`src/design/fpa_pkg.sv`:
```
// Shared constants, codes and width helpers for the fit policy allocator.
package fpa_pkg;

    localparam int DEF_BLOCKS    = 16;
    localparam int DEF_SIZE_BITS = 16;

    localparam int SLOT_W   = 4;
    localparam int AMOUNT_W = 16;
    localparam int POLICY_W = 2;
    localparam int ACTIVE_W = 5;
    localparam int CFG_A_W  = 1;
    localparam int CFG_D_W  = 5;

    localparam logic [CFG_A_W-1:0] CFG_FIT_POLICY    = 1'd0;
    localparam logic [CFG_A_W-1:0] CFG_ACTIVE_BLOCKS = 1'd1;

    localparam logic [POLICY_W-1:0] POLICY_FIRST = 2'd0;
    localparam logic [POLICY_W-1:0] POLICY_BEST  = 2'd1;
    localparam logic [POLICY_W-1:0] POLICY_WORST = 2'd2;

    localparam logic REQ_LOAD  = 1'b0;
    localparam logic REQ_ALLOC = 1'b1;

    localparam logic [ACTIVE_W-1:0] ACTIVE_RESET = 5'd16;

    function automatic int idx_width(input int blocks);
        idx_width = (blocks > 1) ? $clog2(blocks) : 1;
    endfunction

endpackage

```
`src/design/fpa_cap_mem.sv`:
```
// Capacity table memory with per-entry valid bits so unwritten entries read as zero.
module fpa_cap_mem
    import fpa_pkg::*;
#(
    parameter int BLOCKS    = DEF_BLOCKS,
    parameter int SIZE_BITS = DEF_SIZE_BITS
)
(
    input  logic                              clk,
    input  logic                              rst_n,
    input  logic                              wr_en,
    input  logic [idx_width(BLOCKS)-1:0]      wr_addr,
    input  logic [SIZE_BITS-1:0]              wr_data,
    input  logic [idx_width(BLOCKS)-1:0]      rd_addr,
    output logic [SIZE_BITS-1:0]              rd_data
);

    logic [SIZE_BITS-1:0] mem [BLOCKS];
    logic [SIZE_BITS-1:0] rd_q_reg;
    logic [BLOCKS-1:0]    vld_reg;
    logic                 rd_vld_reg;

    always_ff @(posedge clk)
    begin
        if (wr_en)
        begin
            mem[wr_addr] <= wr_data;
        end
        rd_q_reg <= mem[rd_addr];
    end

    always_ff @(posedge clk or negedge rst_n)
    begin
        if (!rst_n)
        begin
            vld_reg    <= '0;
            rd_vld_reg <= 1'b0;
        end
        else
        begin
            if (wr_en)
            begin
                vld_reg[wr_addr] <= 1'b1;
            end
            rd_vld_reg <= vld_reg[rd_addr];
        end
    end

    assign rd_data = rd_vld_reg ? rd_q_reg : '0;

endmodule

```
`src/design/fit_policy_allocator.sv`:
```
// Top level of the fit policy allocator: sequencer, shared comparator and result register.
// A load transaction writes one block's capacity and returns no result.
// A request transaction scans the active blocks through one comparator, one block per cycle
// from the capacity memory's single read port, then writes the chosen block back; a first-fit
// scan stops at the first block that fits. The input is not ready during a scan; a finished
// result waits in an output register while the next transaction is accepted.
module fit_policy_allocator
    import fpa_pkg::*;
#(
    parameter int BLOCKS    = DEF_BLOCKS,
    parameter int SIZE_BITS = DEF_SIZE_BITS
)
(
    input  logic                clk,
    input  logic                rst_n,
    input  logic                in_valid,
    output logic                in_ready,
    input  logic                req_type,
    input  logic [SLOT_W-1:0]   slot,
    input  logic [AMOUNT_W-1:0] amount,
    output logic                out_valid,
    input  logic                out_ready,
    output logic                granted,
    output logic [SLOT_W-1:0]   chosen_slot,
    input  logic                cfg_valid,
    output logic                cfg_ready,
    input  logic [CFG_A_W-1:0]  cfg_addr,
    input  logic [CFG_D_W-1:0]  cfg_data
);

    localparam int IDX_W = idx_width(BLOCKS);
    localparam int CNT_W = $clog2(BLOCKS + 1);
    localparam int CMP_W = (SIZE_BITS > AMOUNT_W) ? SIZE_BITS : AMOUNT_W;

    localparam logic [1:0] S_IDLE   = 2'd0;
    localparam logic [1:0] S_SCAN   = 2'd1;
    localparam logic [1:0] S_FINISH = 2'd2;

    logic [1:0]           state_reg, state_next;
    logic [POLICY_W-1:0]  policy_reg;
    logic [ACTIVE_W-1:0]  active_reg;
    logic [IDX_W-1:0]     idx_reg, idx_next;
    logic [CNT_W-1:0]     limit_reg, limit_next;
    logic                 found_reg, found_next;
    logic                 out_valid_reg, out_valid_next;
    logic [AMOUNT_W-1:0]  amount_reg;
    logic [IDX_W-1:0]     best_idx_reg, best_idx_next;
    logic [SIZE_BITS-1:0] best_cap_reg, best_cap_next;
    logic                 granted_reg;
    logic [SLOT_W-1:0]    chosen_reg;

    logic                 accept;
    logic                 out_free;
    logic                 load_wr;
    logic                 back_wr;
    logic                 wr_en;
    logic [IDX_W-1:0]     wr_addr;
    logic [SIZE_BITS-1:0] wr_data;
    logic [IDX_W-1:0]     rd_addr;
    logic [SIZE_BITS-1:0] rd_cap;
    logic [CNT_W-1:0]     idx_inc;
    logic [CMP_W-1:0]     amt_ext;
    logic                 fits;
    logic                 better;
    logic                 take;
    logic                 stop_first;
    logic                 last;

    assign in_ready  = (state_reg == S_IDLE);
    assign cfg_ready = 1'b1;
    assign accept    = in_valid && in_ready;
    assign out_free  = !out_valid_reg || out_ready;

    assign amt_ext = CMP_W'(amount_reg);
    assign idx_inc = CNT_W'(idx_reg) + CNT_W'(1);
    assign last    = (idx_inc == limit_reg);
    assign rd_addr = (state_reg == S_IDLE) ? '0 : IDX_W'(idx_inc);

    assign fits = (CMP_W'(rd_cap) >= amt_ext);

    always_comb
    begin
        case (policy_reg)
            POLICY_BEST:  better = (rd_cap < best_cap_reg);
            POLICY_WORST: better = (rd_cap > best_cap_reg);
            default:      better = 1'b0;
        endcase
    end

    assign take       = fits && (!found_reg || better);
    assign stop_first = fits && !found_reg && (policy_reg != POLICY_BEST)
                        && (policy_reg != POLICY_WORST);

    assign load_wr = accept && (req_type == REQ_LOAD) && (int'(slot) < BLOCKS);
    assign back_wr = (state_reg == S_FINISH) && out_free && found_reg;
    assign wr_en   = load_wr || back_wr;
    assign wr_addr = load_wr ? IDX_W'(slot) : best_idx_reg;
    assign wr_data = load_wr ? SIZE_BITS'(CMP_W'(amount))
                             : SIZE_BITS'(CMP_W'(best_cap_reg) - amt_ext);

    fpa_cap_mem #(
        .BLOCKS    (BLOCKS),
        .SIZE_BITS (SIZE_BITS)
    ) u_cap_mem (
        .clk     (clk),
        .rst_n   (rst_n),
        .wr_en   (wr_en),
        .wr_addr (wr_addr),
        .wr_data (wr_data),
        .rd_addr (rd_addr),
        .rd_data (rd_cap)
    );

    always_comb
    begin
        state_next     = state_reg;
        idx_next       = idx_reg;
        limit_next     = limit_reg;
        found_next     = found_reg;
        best_idx_next  = best_idx_reg;
        best_cap_next  = best_cap_reg;
        out_valid_next = out_valid_reg && !out_ready;
        unique case (state_reg)
            S_IDLE:
            begin
                if (accept && (req_type == REQ_ALLOC))
                begin
                    idx_next   = '0;
                    found_next = 1'b0;
                    if (int'(active_reg) > BLOCKS)
                    begin
                        limit_next = CNT_W'(BLOCKS);
                    end
                    else
                    begin
                        limit_next = CNT_W'(active_reg);
                    end
                    if (active_reg == '0)
                    begin
                        state_next = S_FINISH;
                    end
                    else
                    begin
                        state_next = S_SCAN;
                    end
                end
            end
            S_SCAN:
            begin
                if (take)
                begin
                    found_next    = 1'b1;
                    best_idx_next = idx_reg;
                    best_cap_next = rd_cap;
                end
                if (last || stop_first)
                begin
                    state_next = S_FINISH;
                end
                else
                begin
                    idx_next = IDX_W'(idx_inc);
                end
            end
            S_FINISH:
            begin
                if (out_free)
                begin
                    out_valid_next = 1'b1;
                    state_next     = S_IDLE;
                end
            end
            default:
            begin
                state_next = S_IDLE;
            end
        endcase
    end

    always_ff @(posedge clk or negedge rst_n)
    begin
        if (!rst_n)
        begin
            state_reg     <= S_IDLE;
            policy_reg    <= POLICY_FIRST;
            active_reg    <= ACTIVE_RESET;
            idx_reg       <= '0;
            limit_reg     <= '0;
            found_reg     <= 1'b0;
            out_valid_reg <= 1'b0;
        end
        else
        begin
            state_reg     <= state_next;
            idx_reg       <= idx_next;
            limit_reg     <= limit_next;
            found_reg     <= found_next;
            out_valid_reg <= out_valid_next;
            if (cfg_valid && cfg_ready)
            begin
                unique case (cfg_addr)
                    CFG_FIT_POLICY:    policy_reg <= cfg_data[POLICY_W-1:0];
                    CFG_ACTIVE_BLOCKS: active_reg <= cfg_data[ACTIVE_W-1:0];
                    default:           ;
                endcase
            end
        end
    end

    always_ff @(posedge clk)
    begin
        if (accept)
        begin
            amount_reg <= amount;
        end
        best_idx_reg <= best_idx_next;
        best_cap_reg <= best_cap_next;
        if ((state_reg == S_FINISH) && out_free)
        begin
            granted_reg <= found_reg;
            chosen_reg  <= found_reg ? SLOT_W'(best_idx_reg) : '0;
        end
    end

    assign out_valid   = out_valid_reg;
    assign granted     = granted_reg;
    assign chosen_slot = chosen_reg;

    a_scan_in_range: assert property (@(posedge clk) disable iff (!rst_n)
        (state_reg == S_SCAN) |-> (CNT_W'(idx_reg) < limit_reg))
        else $error("scan index ran past the active block count");

    a_result_from_finish: assert property (@(posedge clk) disable iff (!rst_n)
        $rose(out_valid_reg) |-> $past(state_reg == S_FINISH))
        else $error("result presented without a finished request");

    a_grant_in_range: assert property (@(posedge clk) disable iff (!rst_n)
        (out_valid_reg && granted_reg && (state_reg == S_IDLE) && !in_valid)
        |-> (CNT_W'(best_idx_reg) < limit_reg))
        else $error("granted block lies outside the searched range");

    a_no_scan_after_write: assert property (@(posedge clk) disable iff (!rst_n)
        back_wr |=> (state_reg == S_IDLE))
        else $error("write-back did not end the request");

endmodule

```
`config.mk`:
```
export PLATFORM = sky130hd
export DESIGN_NAME = fit_policy_allocator
export DESIGN_NICKNAME = d
export VERILOG_FILES = /design/src/design/fpa_pkg.sv /design/src/design/fpa_cap_mem.sv /design/src/design/fit_policy_allocator.sv
export SDC_FILE = /design/constraint.sdc
export NUM_CORES = 1
export LEC_CHECK = 0
export BUFFER_PORTS_ARGS = -buffer_cell sky130_fd_sc_hd__buf_2
export CELL_PAD_IN_SITES_DETAIL_PLACEMENT = 0
export CELL_PAD_IN_SITES_GLOBAL_PLACEMENT = 2
export CORE_ASPECT_RATIO = 0.9
export CORE_UTILIZATION = 30
export DETAILED_ROUTE_END_ITERATION = 7
export PLACE_DENSITY_LB_ADDON = 0.3
export SLEW_MARGIN = 15
export SYNTH_ARGS = -nofsm -noshare
export SYNTH_HDL_FRONTEND = slang
export SYNTH_SLANG_ARGS = --single-unit
```
`constraint.sdc`:
```
create_clock -name clk -period 5.3 [get_ports clk]
set_clock_uncertainty 0.1 [all_clocks]
set_input_delay 0.53 -clock clk [delete_from_list [all_inputs] [get_ports clk]]
set_output_delay 0.53 -clock clk [all_outputs]
set_load 0.01 [all_outputs]
```
After elaboration in Yosys (flattened, before gate mapping):

Memories as Yosys holds them, arrays and structs flattened. A register that Yosys moved wholly into a read port is not among the register bits.
Index checks and enable logic that the tools add are counted.
W data, S select, Z words.

* memory bits (read-only): 0
* bits of input ports: 32
* memories kept: 1
* output and inout port bits: 8
* memory bits (writable): 256
* logic and storage cells: 92
* bits in registers: 78
* bits in latches: 0

Memory list
* u_cap_mem.mem: depth 16, width 16, rd ports 1, clocked after Yosys merged registers in 1, write ports 1, RTL line fpa_cap_mem.sv:18 `logic [SIZE_BITS-1:0] mem [BLOCKS];`

* divide/modulo/power cells: 0
* $add $sub $neg: 2
* multipliers: 0
* eq/ne operators: 12
* reduce and logical (&&, ||, !) cells: 28
* multiplexer cells: 25
* bitwise gates (word level): 3
* magnitude comparators: 7
* shifts and indexed selects: 0

Operator list (count)
* $mux W16: 2
* $ge A16 B16 Y1: 1
* $gt A16 B16 Y1: 1
* $lt A16 B16 Y1: 1
* $mux W4: 4
* $or A16 B16 Y16: 1
* $sub A16 B16 Y16: 1
* $logic_and A1 B1 Y1: 11
* $lt A4 B5 Y1 const B: 2
* $ne A2 B2 Y1 const B: 5
* $reduce_and A3 Y1: 3
* $mux W1: 8
* $mux W2: 4
* $pmux W4 S2: 1
* $reduce_and A2 Y1: 4
* $pmux W2 S3: 1
* $add A4 B1 Y5 const B: 1
* $eq A5 B5 Y1: 1
* $gt A5 B5 Y1 const B: 1
* $logic_not A5 Y1: 1
* $mux W5: 1
* $bmux W1 S4: 1
* $demux W1 S4: 1
* $eq A2 B1 Y1 const B: 2
* other kinds (9): 18

Depth between registers and ports, before layout:

* depth in word-level cells: 9
* gate-level depth with buffers: 11
* mapped depth without buffers: 10

By module:

From an unflattened synthesis, not the netlist that was laid out.

* cell total of the unflattened synthesis: 904
* area, all modules: 14916.8 um2

By module, submodules not included
* fpa_cap_mem: cells an instance 491, times used 1, seq. area each 8433.1 um2, area each 10796.6 um2
* fit_policy_allocator: cells an instance 413, times used 1, seq. area each 1732.9 um2, area each 4120.2 um2

Least setup slack after synthesis:

OpenSTA, ideal clock, no wires.

* kind: flip-flop to flip-flop
* start: register u_cap_mem.rd_vld_reg
* end: register best_cap_reg[0], enable pin
* period minus slack after synthesis: 3878 ps
* data arrival time: 3368 ps
* library setup time: 409 ps
* path buffers: 2
* slack: 1422 ps
* stages on the path, launching flop included: 11
* required time: 4791 ps
* cells stage by stage: dfrtp_1 > buf_2 > clkbuf_1 > and2_1 > ha_1 > nand3_1 > or3b_2 > o32ai_1 > a21oi_1 > or3_1 > a31oi_1

* longest elaborated chain between the ends: 6
* elaborated cells on any way between the ends: 8
* those cells by class: order compare (3); mux (2); reduce/logical (3)

RTL lines
* from (decl): RTL line fpa_cap_mem.sv:21 `logic rd_vld_reg;`
* from (signal assigned): RTL line fpa_cap_mem.sv:45 `rd_vld_reg <= vld_reg[rd_addr];`
* $mux W16 (*): RTL line fpa_cap_mem.sv:49 `assign rd_data = rd_vld_reg ? rd_q_reg : '0;`
* named net rd_cap[7]: RTL line fit_policy_allocator.sv:60 `logic [SIZE_BITS-1:0] rd_cap;`
* $gt A16 B16 Y1 or $lt A16 B16 Y1 (tied branches): RTL line fit_policy_allocator.sv:85, fit_policy_allocator.sv:84
* $pmux W1 S2: RTL line fit_policy_allocator.sv:83 `case (policy_reg)`
* $logic_or A1 B1 Y1: RTL line fit_policy_allocator.sv:90 `assign take = fits && (!found_reg || better);`
* $logic_and A1 B1 Y1 (*): RTL line fit_policy_allocator.sv:90
* $reduce_and A2 Y1 (no source line) (*)
* to (signal assigned): RTL line fit_policy_allocator.sv:217 `best_cap_reg <= best_cap_next;`
* to (decl): RTL line fit_policy_allocator.sv:48 `logic [SIZE_BITS-1:0] best_cap_reg, best_cap_next;`

The timed path passes the listed nets; every way through them passes the cells marked *.
A chain may end at the register's enable or synchronous reset.

Final worst setup path:

* start: register state_reg[1]
* end: memory u_cap_mem.mem[2][14] in the netlist's numbering (data pin)

* longest elaborated chain between the ends: 4

RTL lines
* from (decl): RTL line fit_policy_allocator.sv:39 `logic [1:0] state_reg, state_next;`
* from (signal assigned): RTL line fit_policy_allocator.sv:194 `state_reg <= state_next;`
* $logic_not A2 Y1: RTL line fit_policy_allocator.sv:69 `assign in_ready = (state_reg == S_IDLE);`
* $logic_and A1 B1 Y1: RTL line fit_policy_allocator.sv:71 `assign accept = in_valid && in_ready;`
* named net accept: RTL line fit_policy_allocator.sv:52 `logic accept;`
* $logic_and A1 B1 Y1: RTL line fit_policy_allocator.sv:94 `assign load_wr = accept && (req_type == REQ_LOAD) && (int'(slot) < BLOCKS);`
* $mux W16: RTL line fit_policy_allocator.sv:98 `assign wr_data = load_wr ? SIZE_BITS'(CMP_W'(amount))`
* named net u_cap_mem.wr_data[14]: RTL line fpa_cap_mem.sv:13 `input logic [SIZE_BITS-1:0] wr_data,`
* to (decl): RTL line fpa_cap_mem.sv:18

The timed path passes the listed nets, and every way through them passes these cells.

==> out/qor.csv <==
stage;metric;value;unit
run_status;outcome;complete, no violations;
die;Row Count;78;
clocking;clock slew seen by the registers of the worst setup and hold paths;0.06;ns
global_route;vias in the first global route;9446;
layout;area of the multi-input gates;4826;µm²
job;MaxCap Viol Count;0;
yosys;synth top area cells;edfxtp_1 (58%), dfrtp_1 (5.9%), ha_1 (3.7%);
power_and_ir_drop;Pwr Total;0.005785;W
layout;# fillers;4866;
yosys;syn_nets;1191;
timing;max_slew headroom;31.41;%
critical_path;reg2reg setup slack;1.35;ns
clocking;Inserted Clock Buffers;40;
layout;Final nets;1257;
critical_path;worst-path fanout max;37;
layout;layout cells sized above 1;17.92;%
place;I/O Buffers;38;
critical_path;Reg-to-Reg End;u_cap_mem.mem[2][14]$_DFFE_PP_;
die;Core Box Area;50460;µm²
critical_path;WS Path Type;reg2reg;
timing;Final min period;3.947;ns
yosys;EDFF count, synth;297;
clocking;Resized cells post-CTS;0;
place;hpwl dp;27860;µm
die;Die Width;240.5;µm
global_route;pin count of the biggest net entering global routing;50;
timing;RSZ-0062 raised after global routing;no;
layout;Inserted Diodes;0;
critical_path;Worst path top cell family by delay;simple AND/OR/NAND/NOR gates;
route;final wirelength;41800;µm
layout;register area;10170;µm²
clocking;hold buffers post-CTS;0;
die;# IOs;40;
yosys;post-synthesis sequential area ratio;66.21;%
global_route;initial antenna violation count;1;
yosys;Yosys cell types;74;
critical_path;worst path arrival time;4.04;ns
critical_path;Worst R2R Start;state_reg[1]$_DFFE_PN0P_;
power_and_ir_drop;maximum vdd drop;207.0;µV
worst_hold_path;HP Class;in2async;
critical_path;Worst path max stage delay;0.88;ns
power_and_ir_drop;power density over the cells;324.2;nW/µm²
critical_path;Buf/Inv on CP;2;
global_route;total global routing overflow;0;
timing;Final Hold Fails;0;
timing;Tightest Pin Transition;1.028;ns
timing;period utilisation layout;74.47;%
route;drt pass-1 iters;5;
global_route;GRT Overall Usage;16.29;%
yosys;Post-Synthesis Cells;1113;
timing;fmax;253.4;MHz
yosys;Synthesis Warnings;0;
timing;final setup fails;0;
clocking;Root Buffer;clkbuf_16;
route;post-route ant nets;0;
clocking;H-tree levels;2;
route;vias per inst;4.965;
route;Initial DRC Count;585;
layout;max reg flops;256;
critical_path;Worst Path Required;5.40;ns
yosys;largest area contributor in the netlist;edfxtp_1;
place;GPL Wtd Cong;0.8302;
yosys;Main synth FF type;edfxtp_1;
critical_path;Crit-path slowest cell;a311oi_2;
global_route;first-pass GRT wire length;62250;µm
die;starting density of the core;30.43;%
yosys;asr flop ratio synth;10.57;%
route;via count;9388;
clocking;Max clock buf depth;3;
clocking;total clock sinks;350;
clocking;clock latency on the worst-skew pair;0.55;ns
route;WL/cell;22.10;µm
critical_path;startpoint types;flop;
yosys;Post-Syn Area per Cell;13.80;µm²
timing;Setup TNS;0;ns
timing;Slew Viols, Final;0;
clocking;CTS tree;yes;
yosys;Yosys top cell area share;58.08;%
die;die area;52090;µm²
yosys;flops & latches, synth;350;
yosys;Post-Syn Area;15350;µm²
critical_path;worst r2r path cells;9;
power_and_ir_drop;Leakage;6.317;nW
layout;Area Overhead vs Synth;16.22;%
critical_path;CP cell instances;or2_4, inv_4, and2_4, nor2b_4, buf_4, nor4b_1, a31oi_1, o21ai_0, a311oi_2;
clocking;buffer count from post-CTS setup fixing;0;
route;drt drc;0;
layout;Top reg by flops;u_cap_mem.mem;
critical_path;Worst setup EP type;flop;
die;Die Ht;216.6;µm
## placed cells by master, fill, tap and decap left out, drive strengths merged, types with 3 or more instances in the layout
master	count
nor2	38
edfxtp	297
dfxtp	16
mux2i	19
o21ai	56
o31ai	5
nand3	10
a21o	4
and2	22
nor2b	25
mux4	17
xor2	7
xnor2	13
clkinv	10
dfrtp	36
o221ai	34
inv	48
nor3	9
o22ai	17
a211oi	20
o21a	3
or2	22
nand4	5
and3	18
or3	3
nand2	93
a221oi	4
bufinv	3
mux2	22
ha	45
nand2b	11
a21oi	62
a31oi	26
buf	80
o211ai	21
clkbuf	60
## Yosys cell counts, types with 11 or more instances
library cell,count
buf_2,19
o21ai_0,55
and2_1,21
dfxtp_1,16
a31oi_1,22
inv_1,46
or2_1,14
mux2i_1,19
a211oi_1,20
edfxtp_1,297
and3_1,18
nor2_1,33
dfrtp_1,36
xnor2_1,13
clkbuf_1,27
ha_1,45
o211ai_1,21
mux4_2,15
nand2_1,93
mux2_2,22
a21oi_1,62
nor2b_1,24
o22ai_1,17
nand2b_1,11
o221ai_1,34
## layout make-up
type                    instances  area share, %
flip-flops and latches        350          56.98
multi-input cells             660          27.04
clock buffers                  60          6.374
well taps                     680          4.768
repair buffers                 80          2.833
clock inverters                14          1.003
inverters                      47          1.003
## power breakdown
group | internal, W | total (W) | switching (W)
clock | 0.00164 | 0.00277 | 0.00113
combinational | 0.0000209 | 0.0000500 | 0.0000290
sequential | 0.00296 | 0.00296 | 0.00000613
## stage by stage
stage / setup WS, ns / util, % / hold slack [ns] / area (µm²) / instances
after floorplan: 1.422 / - / 0.1344 / 15350 / 1113
after global placement: 1.364 / 32.75 / 0.3423 / 16520 / 1817
after detailed placement: 1.366 / 32.75 / 0.3488 / 16520 / 1817
after CTS: 1.324 / 35.36 / 0.04872 / 17840 / 1891
after global routing: 1.102 / 35.37 / 0.07066 / 17840 / 1891
final: 1.353 / 35.37 / 0.03321 / 17840 / 1891
## routing by layer
layer	global-route usage, %	up-vias	wire [µm]
met5	0	-	0
met4	4.671	0	971
met3	3.006	62	2207
met2	24.97	233	18700
met1	23.34	4703	19920
li1	-	4390	-
## how the worst max path moves through the flow
stage	endpoint	slack, ns	cells after the start	startpoint
2_1_floorplan	best_cap_reg[0]$_DFFE_PP_	1.42	10	u_cap_mem.rd_vld_reg$_DFF_PN0_
3_3_place_gp	u_cap_mem.mem[8][14]$_DFFE_PP_	1.36	9	state_reg[1]$_DFFE_PN0P_
3_5_place_dp	u_cap_mem.mem[8][14]$_DFFE_PP_	1.37	9	state_reg[1]$_DFFE_PN0P_
4_1_cts	u_cap_mem.mem[2][14]$_DFFE_PP_	1.32	9	state_reg[1]$_DFFE_PN0P_
5_1_grt	u_cap_mem.mem[2][14]$_DFFE_PP_	1.10	9	state_reg[1]$_DFFE_PN0P_
6_report	u_cap_mem.mem[2][14]$_DFFE_PP_	1.35	9	state_reg[1]$_DFFE_PN0P_
## cell families (layout without fill, tap and decap cells)
logic type / after synthesis / count (layout) / share of synthesized area [%]
compound gates: 265 / 265 / 11.47
simple gates: 268 / 268 / 8.923
buf+inv: 103 / 201 / 2.909
fa+ha+maj: 48 / 48 / 3.928
flops: 350 / 350 / 66.21
other cells: 1 / 1 / 0.02442
mux: 58 / 58 / 5.394
xor+xnor: 20 / 20 / 1.141
Power figures use the tool's default switching activity.
